## config.mk

```make
export PLATFORM = sky130hd
export DESIGN_NAME = two_type_length_prefixed_deframer
export DESIGN_NICKNAME = d
export VERILOG_FILES = /design/src/design/ttlpd_pkg.sv /design/src/design/ttlpd_cfg.sv /design/src/design/ttlpd_ctrl.sv /design/src/design/ttlpd_dp.sv /design/src/design/two_type_length_prefixed_deframer.sv
export SDC_FILE = /design/constraint.sdc
export NUM_CORES = 1
export LEC_CHECK = 0
export BUFFER_PORTS_ARGS = -buffer_cell sky130_fd_sc_hd__buf_2
export CORE_MARGIN = 2
export CORE_UTILIZATION = 60
export DETAILED_ROUTE_END_ITERATION = 16
export PLACE_DENSITY = 0.73
export SKIP_CTS_REPAIR_TIMING = 1
export SYNTH_ARGS = -nofsm -noshare
export SYNTH_HDL_FRONTEND = slang
export SYNTH_HIERARCHICAL = 1
export SYNTH_SLANG_ARGS = --single-unit
```

## constraint.sdc

```tcl
create_clock -name clk -period 5.9 [get_ports clk]
set_input_delay 1.18 -clock clk [delete_from_list [all_inputs] [get_ports clk]]
set_output_delay 1.18 -clock clk [all_outputs]
set_load 0.005 [all_outputs]
```

## src/design/ttlpd_pkg.sv

```systemverilog
// ----------------------------------------------------------------------------
// ttlpd_pkg
// Shared types, codes and reset values of the two-type length-prefixed
// deframer.
// ----------------------------------------------------------------------------
`default_nettype none

package ttlpd_pkg;

  // Depth of the header store, the largest header in bytes.
  localparam int unsigned HEADER_MAX_DEF = 64;

  // Fixed offsets inside a header.
  localparam int unsigned UPD_LEN_OFS  = 32;
  localparam int unsigned CMD_LEN_OFS  = 12;
  localparam int unsigned CMD_TYPE_OFS = 2;

  // Lower bounds of the header lengths.
  localparam logic [6:0] UPD_HLEN_MIN = 7'd36;
  localparam logic [6:0] CMD_HLEN_MIN = 7'd16;

  // Configuration register indexes.
  localparam int unsigned CFG_ADDR_W = 3;
  localparam logic [CFG_ADDR_W-1:0] CFG_UPDATE_MAGIC        = 3'd0;
  localparam logic [CFG_ADDR_W-1:0] CFG_UPDATE_HEADER_LEN   = 3'd1;
  localparam logic [CFG_ADDR_W-1:0] CFG_COMMAND_HEADER_LEN  = 3'd2;
  localparam logic [CFG_ADDR_W-1:0] CFG_UPDATE_PAYLOAD_MAX  = 3'd3;
  localparam logic [CFG_ADDR_W-1:0] CFG_COMMAND_PAYLOAD_MAX = 3'd4;
  localparam logic [CFG_ADDR_W-1:0] CFG_DISCONNECT_CODE     = 3'd5;
  localparam logic [CFG_ADDR_W-1:0] CFG_BIG_ENDIAN          = 3'd6;

  // Frame kinds.
  localparam logic [1:0] KIND_LOGIN  = 2'd0;
  localparam logic [1:0] KIND_DISC   = 2'd1;
  localparam logic [1:0] KIND_UPDATE = 2'd2;

  // Result status codes.
  localparam logic [1:0] STAT_DATA     = 2'd0;
  localparam logic [1:0] STAT_TOO_LONG = 2'd1;
  localparam logic [1:0] STAT_FAILED   = 2'd2;

  typedef struct packed {
    logic [15:0] update_magic;
    logic [6:0]  update_header_len;
    logic [6:0]  command_header_len;
    logic [31:0] update_payload_max;
    logic [31:0] command_payload_max;
    logic [15:0] disconnect_code;
    logic        big_endian;
  } cfg_t;

  localparam cfg_t CFG_RESET = '{
    update_magic:        16'd0,
    update_header_len:   7'd36,
    command_header_len:  7'd16,
    update_payload_max:  32'd65536,
    command_payload_max: 32'd65536,
    disconnect_code:     16'd0,
    big_endian:          1'b1
  };

  typedef enum logic [2:0] {
    ST_COLLECT,
    ST_CHECK,
    ST_EMIT_RD,
    ST_EMIT_WR,
    ST_PAYLOAD,
    ST_FAILED
  } state_t;

  // Commands from the controller to the datapath.
  typedef struct packed {
    logic clear;     // drop held header, kind and payload count
    logic hdr_wr;    // store one header byte
    logic latch;     // header complete: take kind, payload length, reset sweep
    logic ld_fail;   // load a too-long result
    logic rd_issue;  // read the header byte at the sweep index
    logic ld_emit;   // load a header byte result and advance the sweep
    logic ld_pay;    // load a payload byte result
    logic ld_stuck;  // load an already-failed result
  } dp_cmd_t;

  // Status from the datapath to the controller.
  typedef struct packed {
    logic out_free;        // output register can take a result this cycle
    logic hdr_incomplete;  // held bytes do not yet form a whole header
    logic too_long;        // payload length above the maximum of its kind
    logic emit_last;       // sweep index is on the last held byte
    logic pay_last;        // one payload byte left
    logic plen_zero;       // latched payload length is zero
  } dp_sts_t;

endpackage

`default_nettype wire

```

## src/design/ttlpd_cfg.sv

```systemverilog
// ----------------------------------------------------------------------------
// ttlpd_cfg
// Configuration register file, written through a plain write port.
// ----------------------------------------------------------------------------
`default_nettype none

module ttlpd_cfg (
  input  wire                                  clk,
  input  wire                                  rst_n,
  input  wire                                  cfg_we,
  input  wire [ttlpd_pkg::CFG_ADDR_W-1:0]      cfg_addr,
  input  wire [31:0]                           cfg_wdata,
  output ttlpd_pkg::cfg_t                      cfg
);

  ttlpd_pkg::cfg_t cfg_r;
  ttlpd_pkg::cfg_t cfg_nxt;

  always_comb begin
    cfg_nxt = cfg_r;
    if (cfg_we) begin
      unique case (cfg_addr)
        ttlpd_pkg::CFG_UPDATE_MAGIC:        cfg_nxt.update_magic = cfg_wdata[15:0];
        ttlpd_pkg::CFG_UPDATE_HEADER_LEN:   cfg_nxt.update_header_len = cfg_wdata[6:0];
        ttlpd_pkg::CFG_COMMAND_HEADER_LEN:  cfg_nxt.command_header_len = cfg_wdata[6:0];
        ttlpd_pkg::CFG_UPDATE_PAYLOAD_MAX:  cfg_nxt.update_payload_max = cfg_wdata;
        ttlpd_pkg::CFG_COMMAND_PAYLOAD_MAX: cfg_nxt.command_payload_max = cfg_wdata;
        ttlpd_pkg::CFG_DISCONNECT_CODE:     cfg_nxt.disconnect_code = cfg_wdata[15:0];
        ttlpd_pkg::CFG_BIG_ENDIAN:          cfg_nxt.big_endian = cfg_wdata[0];
        default:                            cfg_nxt = cfg_r;
      endcase
    end
  end

  always_ff @(posedge clk) begin
    if (!rst_n) begin
      cfg_r <= ttlpd_pkg::CFG_RESET;
    end else begin
      cfg_r <= cfg_nxt;
    end
  end

  assign cfg = cfg_r;

endmodule

`default_nettype wire

```

## src/design/ttlpd_ctrl.sv

```systemverilog
// ----------------------------------------------------------------------------
// ttlpd_ctrl
// Controller state machine: collects the header, checks it, sweeps it out
// and then passes the payload or holds the failure.
// ----------------------------------------------------------------------------
`default_nettype none

module ttlpd_ctrl (
  input  wire                  clk,
  input  wire                  rst_n,
  input  wire                  in_tvalid,
  input  wire                  in_func,
  output logic                 in_tready,
  input  ttlpd_pkg::dp_sts_t   sts,
  output ttlpd_pkg::dp_cmd_t   cmd
);

  ttlpd_pkg::state_t state_r;
  ttlpd_pkg::state_t state_nxt;
  logic              acc;

  always_comb begin
    unique case (state_r)
      ttlpd_pkg::ST_COLLECT: in_tready = 1'b1;
      ttlpd_pkg::ST_PAYLOAD: in_tready = sts.out_free;
      ttlpd_pkg::ST_FAILED:  in_tready = sts.out_free;
      default:               in_tready = 1'b0;
    endcase
  end

  assign acc = in_tvalid & in_tready;

  // Next state.
  always_comb begin
    state_nxt = state_r;
    unique case (state_r)
      ttlpd_pkg::ST_COLLECT: begin
        if (acc && !in_func) state_nxt = ttlpd_pkg::ST_CHECK;
      end
      ttlpd_pkg::ST_CHECK: begin
        priority if (sts.hdr_incomplete) state_nxt = ttlpd_pkg::ST_COLLECT;
        else if (sts.too_long) begin
          if (sts.out_free) state_nxt = ttlpd_pkg::ST_FAILED;
        end else state_nxt = ttlpd_pkg::ST_EMIT_RD;
      end
      ttlpd_pkg::ST_EMIT_RD: state_nxt = ttlpd_pkg::ST_EMIT_WR;
      ttlpd_pkg::ST_EMIT_WR: begin
        if (sts.out_free) begin
          priority if (!sts.emit_last) state_nxt = ttlpd_pkg::ST_EMIT_RD;
          else if (sts.plen_zero)      state_nxt = ttlpd_pkg::ST_COLLECT;
          else                         state_nxt = ttlpd_pkg::ST_PAYLOAD;
        end
      end
      ttlpd_pkg::ST_PAYLOAD: begin
        if (acc && (in_func || sts.pay_last)) state_nxt = ttlpd_pkg::ST_COLLECT;
      end
      ttlpd_pkg::ST_FAILED: begin
        if (acc && in_func) state_nxt = ttlpd_pkg::ST_COLLECT;
      end
      default: state_nxt = ttlpd_pkg::ST_COLLECT;
    endcase
  end

  // Commands.
  always_comb begin
    cmd = '0;
    unique case (state_r)
      ttlpd_pkg::ST_COLLECT: begin
        cmd.clear  = acc & in_func;
        cmd.hdr_wr = acc & ~in_func;
      end
      ttlpd_pkg::ST_CHECK: begin
        cmd.latch   = ~sts.hdr_incomplete & (~sts.too_long | sts.out_free);
        cmd.ld_fail = ~sts.hdr_incomplete & sts.too_long & sts.out_free;
      end
      ttlpd_pkg::ST_EMIT_RD: cmd.rd_issue = 1'b1;
      ttlpd_pkg::ST_EMIT_WR: cmd.ld_emit = sts.out_free;
      ttlpd_pkg::ST_PAYLOAD: begin
        cmd.clear  = acc & in_func;
        cmd.ld_pay = acc & ~in_func;
      end
      ttlpd_pkg::ST_FAILED: begin
        cmd.clear    = acc & in_func;
        cmd.ld_stuck = acc & ~in_func;
      end
      default: cmd = '0;
    endcase
  end

  always_ff @(posedge clk) begin
    if (!rst_n) begin
      state_r <= ttlpd_pkg::ST_COLLECT;
    end else begin
      state_r <= state_nxt;
    end
  end

endmodule

`default_nettype wire

```

## src/design/ttlpd_dp.sv

```systemverilog
// ----------------------------------------------------------------------------
// ttlpd_dp
// Datapath: header store, header decode, payload counter and the output
// register.
// ----------------------------------------------------------------------------
`default_nettype none

module ttlpd_dp #(
  parameter int unsigned HEADER_MAX = ttlpd_pkg::HEADER_MAX_DEF
) (
  input  wire                  clk,
  input  wire                  rst_n,
  input  ttlpd_pkg::cfg_t      cfg,
  input  ttlpd_pkg::dp_cmd_t   cmd,
  output ttlpd_pkg::dp_sts_t   sts,
  input  wire  [7:0]           in_byte,
  output logic                 out_tvalid,
  input  wire                  out_tready,
  output logic [7:0]           out_byte,
  output logic [1:0]           frame_kind,
  output logic                 first_of_frame,
  output logic                 last_of_frame,
  output logic [1:0]           status,
  output logic                 bytes_pending
);

  localparam int unsigned IDX_W = $clog2(HEADER_MAX);
  localparam int unsigned CNT_W = $clog2(HEADER_MAX + 1);
  localparam int unsigned CMP_W = (CNT_W > 7) ? CNT_W : 7;
  localparam logic [CMP_W-1:0] HMAX_C = CMP_W'(HEADER_MAX);

  logic [7:0]       mem [HEADER_MAX];
  logic [7:0]       mem_q_r;

  logic [CNT_W-1:0] count_r;
  logic [CNT_W-1:0] idx_r;
  logic [31:0]      payload_left_r;
  logic [1:0]       kind_r;

  // Copies of the header bytes the decode needs.
  logic [7:0]       b0_r, b1_r, b2_r, b3_r;
  logic [7:0]       c12_r, c13_r, c14_r, c15_r;
  logic [7:0]       u32_r, u33_r, u34_r, u35_r;

  logic             out_valid_r;
  logic [7:0]       out_byte_r;
  logic [1:0]       out_kind_r;
  logic             out_first_r;
  logic             out_last_r;
  logic [1:0]       out_status_r;
  logic             out_pend_r;

  logic [15:0]      magic16;
  logic [15:0]      type16;
  logic             is_upd;
  logic             is_disc;
  logic [CMP_W-1:0] hl_upd_raw, hl_cmd_raw;
  logic [CMP_W-1:0] hlen_upd, hlen_cmd, hlen_sel;
  logic [CMP_W-1:0] count_ext;
  logic [31:0]      plen_upd, plen_cmd, plen_sel, pmax_sel;
  logic [1:0]       kind_now;
  logic [1:0]       kind_held;
  logic             out_free;
  logic             emit_last;
  logic             load;

  function automatic logic [CMP_W-1:0] clamp_len(input logic [CMP_W-1:0] v,
                                                 input logic [CMP_W-1:0] lo);
    logic [CMP_W-1:0] r;
    if (v < lo) r = lo;
    else if (v > HMAX_C) r = HMAX_C;
    else r = v;
    return r;
  endfunction

  // Header decode.
  assign magic16 = cfg.big_endian ? {b0_r, b1_r} : {b1_r, b0_r};
  assign type16  = cfg.big_endian ? {b2_r, b3_r} : {b3_r, b2_r};
  assign is_upd  = (magic16 == cfg.update_magic);
  assign is_disc = (type16 == cfg.disconnect_code);

  assign hl_upd_raw = CMP_W'(cfg.update_header_len);
  assign hl_cmd_raw = CMP_W'(cfg.command_header_len);
  assign hlen_upd   = clamp_len(hl_upd_raw, CMP_W'(ttlpd_pkg::UPD_HLEN_MIN));
  assign hlen_cmd   = clamp_len(hl_cmd_raw, CMP_W'(ttlpd_pkg::CMD_HLEN_MIN));
  assign hlen_sel   = is_upd ? hlen_upd : hlen_cmd;
  assign count_ext  = CMP_W'(count_r);

  assign plen_upd = cfg.big_endian ? {u32_r, u33_r, u34_r, u35_r}
                                   : {u35_r, u34_r, u33_r, u32_r};
  assign plen_cmd = cfg.big_endian ? {c12_r, c13_r, c14_r, c15_r}
                                   : {c15_r, c14_r, c13_r, c12_r};
  assign plen_sel = is_upd ? plen_upd : plen_cmd;
  assign pmax_sel = is_upd ? cfg.update_payload_max : cfg.command_payload_max;

  assign kind_now = is_upd ? ttlpd_pkg::KIND_UPDATE
                           : (is_disc ? ttlpd_pkg::KIND_DISC : ttlpd_pkg::KIND_LOGIN);

  // Kind reported while failed: the disconnect type counts only once a whole
  // command header is held.
  always_comb begin
    priority if (count_r < CNT_W'(2)) kind_held = kind_r;
    else if (is_upd)                  kind_held = ttlpd_pkg::KIND_UPDATE;
    else if (count_ext >= hlen_cmd && is_disc) kind_held = ttlpd_pkg::KIND_DISC;
    else                              kind_held = ttlpd_pkg::KIND_LOGIN;
  end

  assign out_free  = ~out_valid_r | out_tready;
  assign emit_last = (idx_r + CNT_W'(1)) == count_r;
  assign load      = cmd.ld_fail | cmd.ld_emit | cmd.ld_pay | cmd.ld_stuck;

  assign sts.out_free       = out_free;
  assign sts.hdr_incomplete = (count_r < CNT_W'(2)) | (count_ext < hlen_sel);
  assign sts.too_long       = plen_sel > pmax_sel;
  assign sts.emit_last      = emit_last;
  assign sts.pay_last       = (payload_left_r == 32'd1);
  assign sts.plen_zero      = (payload_left_r == 32'd0);

  // Header store and the decode copies.
  always_ff @(posedge clk) begin
    if (cmd.hdr_wr && (count_r < CNT_W'(HEADER_MAX))) begin
      mem[count_r[IDX_W-1:0]] <= in_byte;
      if (count_r == CNT_W'(0)) b0_r <= in_byte;
      if (count_r == CNT_W'(1)) b1_r <= in_byte;
      if (count_r == CNT_W'(ttlpd_pkg::CMD_TYPE_OFS))     b2_r  <= in_byte;
      if (count_r == CNT_W'(ttlpd_pkg::CMD_TYPE_OFS + 1)) b3_r  <= in_byte;
      if (count_r == CNT_W'(ttlpd_pkg::CMD_LEN_OFS))      c12_r <= in_byte;
      if (count_r == CNT_W'(ttlpd_pkg::CMD_LEN_OFS + 1))  c13_r <= in_byte;
      if (count_r == CNT_W'(ttlpd_pkg::CMD_LEN_OFS + 2))  c14_r <= in_byte;
      if (count_r == CNT_W'(ttlpd_pkg::CMD_LEN_OFS + 3))  c15_r <= in_byte;
      if (count_r == CNT_W'(ttlpd_pkg::UPD_LEN_OFS))      u32_r <= in_byte;
      if (count_r == CNT_W'(ttlpd_pkg::UPD_LEN_OFS + 1))  u33_r <= in_byte;
      if (count_r == CNT_W'(ttlpd_pkg::UPD_LEN_OFS + 2))  u34_r <= in_byte;
      if (count_r == CNT_W'(ttlpd_pkg::UPD_LEN_OFS + 3))  u35_r <= in_byte;
    end
    if (cmd.rd_issue) begin
      mem_q_r <= mem[idx_r[IDX_W-1:0]];
    end
  end

  // Frame state.
  always_ff @(posedge clk) begin
    if (!rst_n) begin
      count_r        <= '0;
      idx_r          <= '0;
      payload_left_r <= '0;
      kind_r         <= ttlpd_pkg::KIND_LOGIN;
    end else begin
      if (cmd.clear) begin
        count_r        <= '0;
        payload_left_r <= '0;
        kind_r         <= ttlpd_pkg::KIND_LOGIN;
      end
      if (cmd.hdr_wr && (count_r < CNT_W'(HEADER_MAX))) begin
        count_r <= count_r + CNT_W'(1);
      end
      if (cmd.latch) begin
        kind_r         <= kind_now;
        payload_left_r <= plen_sel;
        idx_r          <= '0;
      end
      if (cmd.ld_emit) begin
        idx_r <= idx_r + CNT_W'(1);
        if (emit_last) count_r <= '0;
      end
      if (cmd.ld_pay) begin
        payload_left_r <= payload_left_r - 32'd1;
      end
    end
  end

  // Output register.
  always_ff @(posedge clk) begin
    if (!rst_n) begin
      out_valid_r <= 1'b0;
    end else if (load) begin
      out_valid_r <= 1'b1;
    end else if (out_tready) begin
      out_valid_r <= 1'b0;
    end
  end

  always_ff @(posedge clk) begin
    if (cmd.ld_fail) begin
      out_byte_r   <= 8'd0;
      out_kind_r   <= kind_now;
      out_first_r  <= 1'b0;
      out_last_r   <= 1'b0;
      out_status_r <= ttlpd_pkg::STAT_TOO_LONG;
      out_pend_r   <= 1'b1;
    end
    if (cmd.ld_emit) begin
      out_byte_r   <= mem_q_r;
      out_kind_r   <= kind_r;
      out_first_r  <= (idx_r == CNT_W'(0));
      out_last_r   <= emit_last & sts.plen_zero;
      out_status_r <= ttlpd_pkg::STAT_DATA;
      out_pend_r   <= ~(emit_last & sts.plen_zero);
    end
    if (cmd.ld_pay) begin
      out_byte_r   <= in_byte;
      out_kind_r   <= kind_r;
      out_first_r  <= 1'b0;
      out_last_r   <= sts.pay_last;
      out_status_r <= ttlpd_pkg::STAT_DATA;
      out_pend_r   <= ~sts.pay_last;
    end
    if (cmd.ld_stuck) begin
      out_byte_r   <= 8'd0;
      out_kind_r   <= kind_held;
      out_first_r  <= 1'b0;
      out_last_r   <= 1'b0;
      out_status_r <= ttlpd_pkg::STAT_FAILED;
      out_pend_r   <= (count_r != CNT_W'(0));
    end
  end

  assign out_tvalid     = out_valid_r;
  assign out_byte       = out_byte_r;
  assign frame_kind     = out_kind_r;
  assign first_of_frame = out_first_r;
  assign last_of_frame  = out_last_r;
  assign status         = out_status_r;
  assign bytes_pending  = out_pend_r;

endmodule

`default_nettype wire

```

## src/design/two_type_length_prefixed_deframer.sv

```systemverilog
// ----------------------------------------------------------------------------
// two_type_length_prefixed_deframer
// Splits a byte stream into world-update and command-response frames.
// ----------------------------------------------------------------------------
// Each input item is either a stream byte (in_tuser low) or a clear command
// (in_tuser high) that drops any held header and the failure state without
// producing an item. Header bytes are held in an internal store; each one
// is stored and then followed by a header check. Once the header is complete
// its payload length is compared with the maximum of its kind. A length
// that is too large gives one item with status "too long" and the block then
// answers every further stream byte with one "already failed" item until a
// clear arrives. A good header is swept out of the single-port store byte by
// byte (registered read, then load into the output register, which waits
// for it to free), and the payload then passes at one byte per cycle, limited
// only by the output register. Items are tagged with the frame kind and
// first/last marks; bytes_pending tells whether part of a frame is still held
// or expected. Configuration writes are taken at any time but are meant to be
// made only while the block is idle.
// ----------------------------------------------------------------------------
`default_nettype none

module two_type_length_prefixed_deframer #(
  parameter int unsigned HEADER_MAX = ttlpd_pkg::HEADER_MAX_DEF
) (
  input  wire                              clk,
  input  wire                              rst_n,
  // Configuration write port.
  input  wire                              cfg_we,
  input  wire [ttlpd_pkg::CFG_ADDR_W-1:0]  cfg_addr,
  input  wire [31:0]                       cfg_wdata,
  // Input stream.
  input  wire                              in_tvalid,
  output logic                             in_tready,
  input  wire [7:0]                        in_tdata,   // [7:0] in_byte
  input  wire [0:0]                        in_tuser,   // [0] func
  // Result stream.
  output logic                             out_tvalid,
  input  wire                              out_tready,
  output logic [15:0]                      out_tdata,  // [7:0] out_byte,
                                                       // [8] bytes_pending
  output logic [4:0]                       out_tuser,  // [1:0] frame_kind,
                                                       // [2] first_of_frame,
                                                       // [4:3] status
  output logic                             out_tlast   // last_of_frame
);

  ttlpd_pkg::cfg_t    cfg;
  ttlpd_pkg::dp_cmd_t cmd;
  ttlpd_pkg::dp_sts_t sts;

  logic [7:0] out_byte;
  logic [1:0] frame_kind;
  logic       first_of_frame;
  logic       last_of_frame;
  logic [1:0] status;
  logic       bytes_pending;

  ttlpd_cfg u_cfg (
    .clk       (clk),
    .rst_n     (rst_n),
    .cfg_we    (cfg_we),
    .cfg_addr  (cfg_addr),
    .cfg_wdata (cfg_wdata),
    .cfg       (cfg)
  );

  ttlpd_ctrl u_ctrl (
    .clk       (clk),
    .rst_n     (rst_n),
    .in_tvalid (in_tvalid),
    .in_func   (in_tuser[0]),
    .in_tready (in_tready),
    .sts       (sts),
    .cmd       (cmd)
  );

  ttlpd_dp #(
    .HEADER_MAX (HEADER_MAX)
  ) u_dp (
    .clk            (clk),
    .rst_n          (rst_n),
    .cfg            (cfg),
    .cmd            (cmd),
    .sts            (sts),
    .in_byte        (in_tdata),
    .out_tvalid     (out_tvalid),
    .out_tready     (out_tready),
    .out_byte       (out_byte),
    .frame_kind     (frame_kind),
    .first_of_frame (first_of_frame),
    .last_of_frame  (last_of_frame),
    .status         (status),
    .bytes_pending  (bytes_pending)
  );

  assign out_tdata = {7'd0, bytes_pending, out_byte};
  assign out_tuser = {status, first_of_frame, frame_kind};
  assign out_tlast = last_of_frame;

endmodule

`default_nettype wire
```

==> impl_metrics.sql <==
INSERT INTO impl_metrics (metric_group, metric, value, unit) VALUES
('clock_tree', 'cts_tree', 'built', ''),
('sta', 'period_share', '93.8', '%'),
('route', 'post_drt_via_cell_ratio', '6.42', ''),
('clock_tree', 'clk_pin_slew_worst_paths', '0.06', 'ns'),
('pwr', 'seq_power_share', '52.5', '%'),
('route', 'initialDrtViolationCount', '2233', ''),
('sta', 'peak_freq', '181', 'MHz'),
('worst_hold_path', 'holdCritPathClass', 'register to register', ''),
('finish', 'antenna-diode-count', '0', ''),
('pwr', 'post-layout-total-power', '11.6', 'mW'),
('synth', 'synth.yosys.warnings', '6', ''),
('floorplan', 'dieWidth', '244', 'um'),
('finish', 'post-route-util', '67.2', '%'),
('setup_path', 'cp_data_required_time', '6.42', 'ns'),
('floorplan', 'rows', '88', ''),
('pwr', 'p_sw', '2.39', 'mW'),
('finish', 'most-common-layout-cells', 'sky130_fd_sc_hd__edfxtp_1 (619), sky130_fd_sc_hd__mux2i_1 (252), sky130_fd_sc_hd__nand2_1 (250)', ''),
('sta', 'final-max-slew-violation-count', '0', ''),
('finish', 'n_fill_cell', '3978', ''),
('synth', 'synth_ff_type', 'sky130_fd_sc_hd__edfxtp_1', ''),
('floorplan', 'ioPinCount', '73', ''),
('synth', 'post_synth_inst_count', '2376', ''),
('sta', 'max_transition_margin', '25.6', '%'),
('pwr', 'internal-power', '9.17', 'mW'),
('sta', 'worstMarginPinSlew', '1.12', 'ns'),
('floorplan', 'initial_core_util', '60.3', '%'),
('sta', 'final.min_clock_period', '5.53', 'ns'),
('finish', 'synthToLayoutAreaGrowth', '11.4', '%'),
('outcome', 'run_status', 'finished clean', ''),
('setup_path', 'timing_worst_setup_path_type', 'register to register', ''),
('setup_path', 'cp.arrival', '6.05', 'ns'),
('pwr', 'power.ir.vdd_worst', '0.395', 'mV'),
('setup_path', 'crit_path_frequent_cell', 'sky130_fd_sc_hd__mux2i_1', ''),
('place', 'numPlacedInstances', '3142', ''),
('synth', 'number_of_register_bits_inferred_by_synthesis', '794', ''),
('floorplan', 'chipHeight', '244', 'um'),
('pwr', 'cellPowerDensity', '299', 'mW/mm2'),
('setup_path', 'critPathLaunchType', 'register', ''),
('clock_tree', 'cts-root-buf', 'sky130_fd_sc_hd__clkbuf_16', ''),
('setup_path', 'critPathMaxFanout', '23', ''),
('finish', 'layout.cells.most_common', 'sky130_fd_sc_hd__edfxtp_1', ''),
('place', 'post_dp_hpwl', '54400', 'um'),
('setup_path', 'cp_cell_sequence', 'mux2i_1 > xnor2_1 > nor4_1 > nand4_1 > nor3_4 > buf_12 > buf_12 > mux2i_1 > mux2i_1 > ha_1 > a21o_1 > a21o_1 > a21oi_1 > o21ai_0 > and3_1 > o21ai_0 > a21oi_2 > a21oi_1 > nor2b_1 > and2_1 > buf_4 > nand2_1 > buf_4 > o221ai_1', ''),
('clock_tree', 'h_tree_levels', '3', ''),
('route', 'wirelength', '86400', 'um'),
('setup_path', 'crit_path_max_incr_delay', '0.48', 'ns'),
('finish', 'fin_nets', '2564', ''),
('setup_path', 'critPathCaptureType', 'register', ''),
('grt', 'grt_max_degree', '78', ''),
('pwr', 'power.switching_fraction', '20.7', '%'),
('grt', 'combined_global_route_utilization_of_all_metal_layers', '29.3', '%'),
('synth', 'async_flop_share', '0', '%'),
('clock_tree', 'clock_buffers_created_by_tritoncts', '82', ''),
('place', 'gp_routability_congestion', '0.910', ''),
('setup_path', 'critical_path.top_delay_family', 'simple AND/OR/NAND/NOR gates', ''),
('setup_path', 'worst_path_max_delay_cell', 'sky130_fd_sc_hd__dfxtp_2', ''),
('synth', 'yosys.cell_types.count', '83', ''),
('synth', 'seq_area_frac_synth', '63.7', '%'),
('synth', 'synth_area_per_cell', '14.6', 'um2'),
('pwr', 'clkPwrFrac', '44.9', '%'),
('synth', 'post_synth_instance_area', '0.0347', 'mm2'),
('sta', 'post_route_skew', '0.0137', 'ns'),
('route', 'initial_drt_pass_iterations', '6', ''),
('clock_tree', 'clock_latency_at_the_later_pin_of_the_worst_skew_pair', '0.64', 'ns'),
('clock_tree', 'cts.path.max_buffers', '3', ''),
('pwr', 'power.leakage', '13.4', 'nW'),
('floorplan', 'core_area', '0.0575', 'mm2'),
('sta', 'hold_violations', '0', ''),
('grt', 'number_of_global_route_vias_before_repair', '21142', ''),
('grt', 'gr-total-overflow', '0', ''),
('route', 'vias', '21145', '');
[worst min-delay path, delay by kind of cell (launching register included)]
| kind | cells | cell delay, ns |
|---|---|---|
| multiplexers | 1 | 0.05 |
| flip-flops | 1 | 0.31 |
| AND/OR/NAND/NOR | 1 | 0.05 |
[registers in the layout (all words and copies together), names as in the netlist, 3 cells and up]
register             count
u_dp/mem               512
u_dp/c14_r               8
u_dp/b0_r                8
u_dp/b3_r                8
u_dp/c13_r               8
u_dp/c12_r               8
u_cfg/cfg              111
u_dp/u32_r               8
u_dp/c15_r               8
u_dp/u33_r               8
u_ctrl/state_r           3
u_dp/mem_q_r             8
u_dp/u34_r               8
u_dp/out_byte            8
u_dp/u35_r               8
u_dp/b1_r                8
u_dp/b2_r                8
u_dp/count_ext           7
u_dp/payload_left_r     32
u_dp/idx_r               7
[per-stage QoR]
step	area (um2)	setup TNS, ns	setup slack [ns]	hold WS [ns]
2_1_floorplan	34700	0	1.05	0.431
3_3_place_gp	35900	0	0.366	0.432
3_5_place_dp	35900	0	0.276	0.448
4_1_cts	38600	0	0.207	0.458
5_1_grt	38600	-0.0868	-0.0497	0.474
6_report	38600	0	0.369	0.458
[routing by layer]
| layer | vias up | global-route usage (%) | wire length, um |
|---|---|---|---|
| met5 | - | 0 | 0 |
| met4 | 0 | 13.6 | 4130 |
| met3 | 221 | 4.72 | 5990 |
| li1 | 9356 | - | - |
| met1 | 10651 | 37.8 | 33200 |
| met2 | 917 | 49.1 | 43100 |
[synthesized netlist by cell type (24+ instances only)]
| cell type | count | area share [%] |
|---|---|---|
| sky130_fd_sc_hd__edfxtp_1 | 619 | 54 |
| sky130_fd_sc_hd__mux2i_1 | 254 | 7.3 |
| sky130_fd_sc_hd__nand2_1 | 251 | 2.7 |
| sky130_fd_sc_hd__dfxtp_1 | 175 | 10 |
| sky130_fd_sc_hd__nor2_1 | 155 | 1.7 |
| sky130_fd_sc_hd__mux4_2 | 144 | 9.4 |
| sky130_fd_sc_hd__clkbuf_1 | 78 | 0.84 |
| sky130_fd_sc_hd__a21oi_1 | 77 | 1.1 |
| sky130_fd_sc_hd__o21ai_0 | 57 | 0.82 |
| sky130_fd_sc_hd__ha_1 | 53 | 1.9 |
| sky130_fd_sc_hd__nor3_1 | 33 | 0.48 |
| sky130_fd_sc_hd__o221ai_1 | 32 | 0.81 |
| sky130_fd_sc_hd__buf_2 | 28 | 0.40 |
| sky130_fd_sc_hd__nor4bb_1 | 28 | 0.81 |
| sky130_fd_sc_hd__nand3_1 | 26 | 0.38 |
| sky130_fd_sc_hd__buf_4 | 24 | 0.52 |
| sky130_fd_sc_hd__nand4_1 | 24 | 0.43 |
| sky130_fd_sc_hd__nor2b_1 | 24 | 0.43 |
[final timing paths]
kind	startpoint	end	slack [ns]	cells after the start
setup / recovery	u_cfg/cfg[0]	u_dp/payload_left_r[20]	0.37	24
hold / removal	u_cfg/cfg[28]	u_cfg/cfg[28]	0.46	2
setup reg to reg	u_cfg/cfg[0]	u_dp/payload_left_r[20]	0.37	24
hold reg to reg	u_cfg/cfg[28]	u_cfg/cfg[28]	0.46	2
[area by class of cell]
class	count	area, um2	area share [%]
Clock inverter	49	514	1.33
Sequential cell	794	22100	57.2
Inverter	25	93.8	0.243
Tap cell	765	957	2.48
Multi-Input combinational cell	1415	11800	30.6
Clock buffer	100	2180	5.64
Timing Repair Buffer	144	966	2.50
[power groups by stage]
| stage | combinational [mW] | clock [mW] | sequential [mW] |
|---|---|---|---|
| 2_1_floorplan | 0.152 | 0 | 6.18 |
| 3_3_place_gp | 0.288 | 0 | 6.19 |
| 3_5_place_dp | 0.300 | 0 | 6.19 |
| 4_1_cts | 0.301 | 5.26 | 6.07 |
| 5_1_grt | 0.327 | 5.47 | 6.07 |
| 6_report | 0.303 | 5.19 | 6.07 |
[kinds of logic (layout without fill, tap and decap cells)]
kind of cell	count (synthesis)	after routing	synth area share, %
DFF	794	794	63.7
and+or+nand+nor	653	653	9.29
muxes	402	402	16.8
AOI/OAI and AO/OA	269	269	5.07
buffers and inverters	173	318	2.39
adders and majority gates	53	53	1.91
xor gates and xnor gates	31	31	0.823
other	1	7	0.0108
Power figures use the tool's default switching activity.
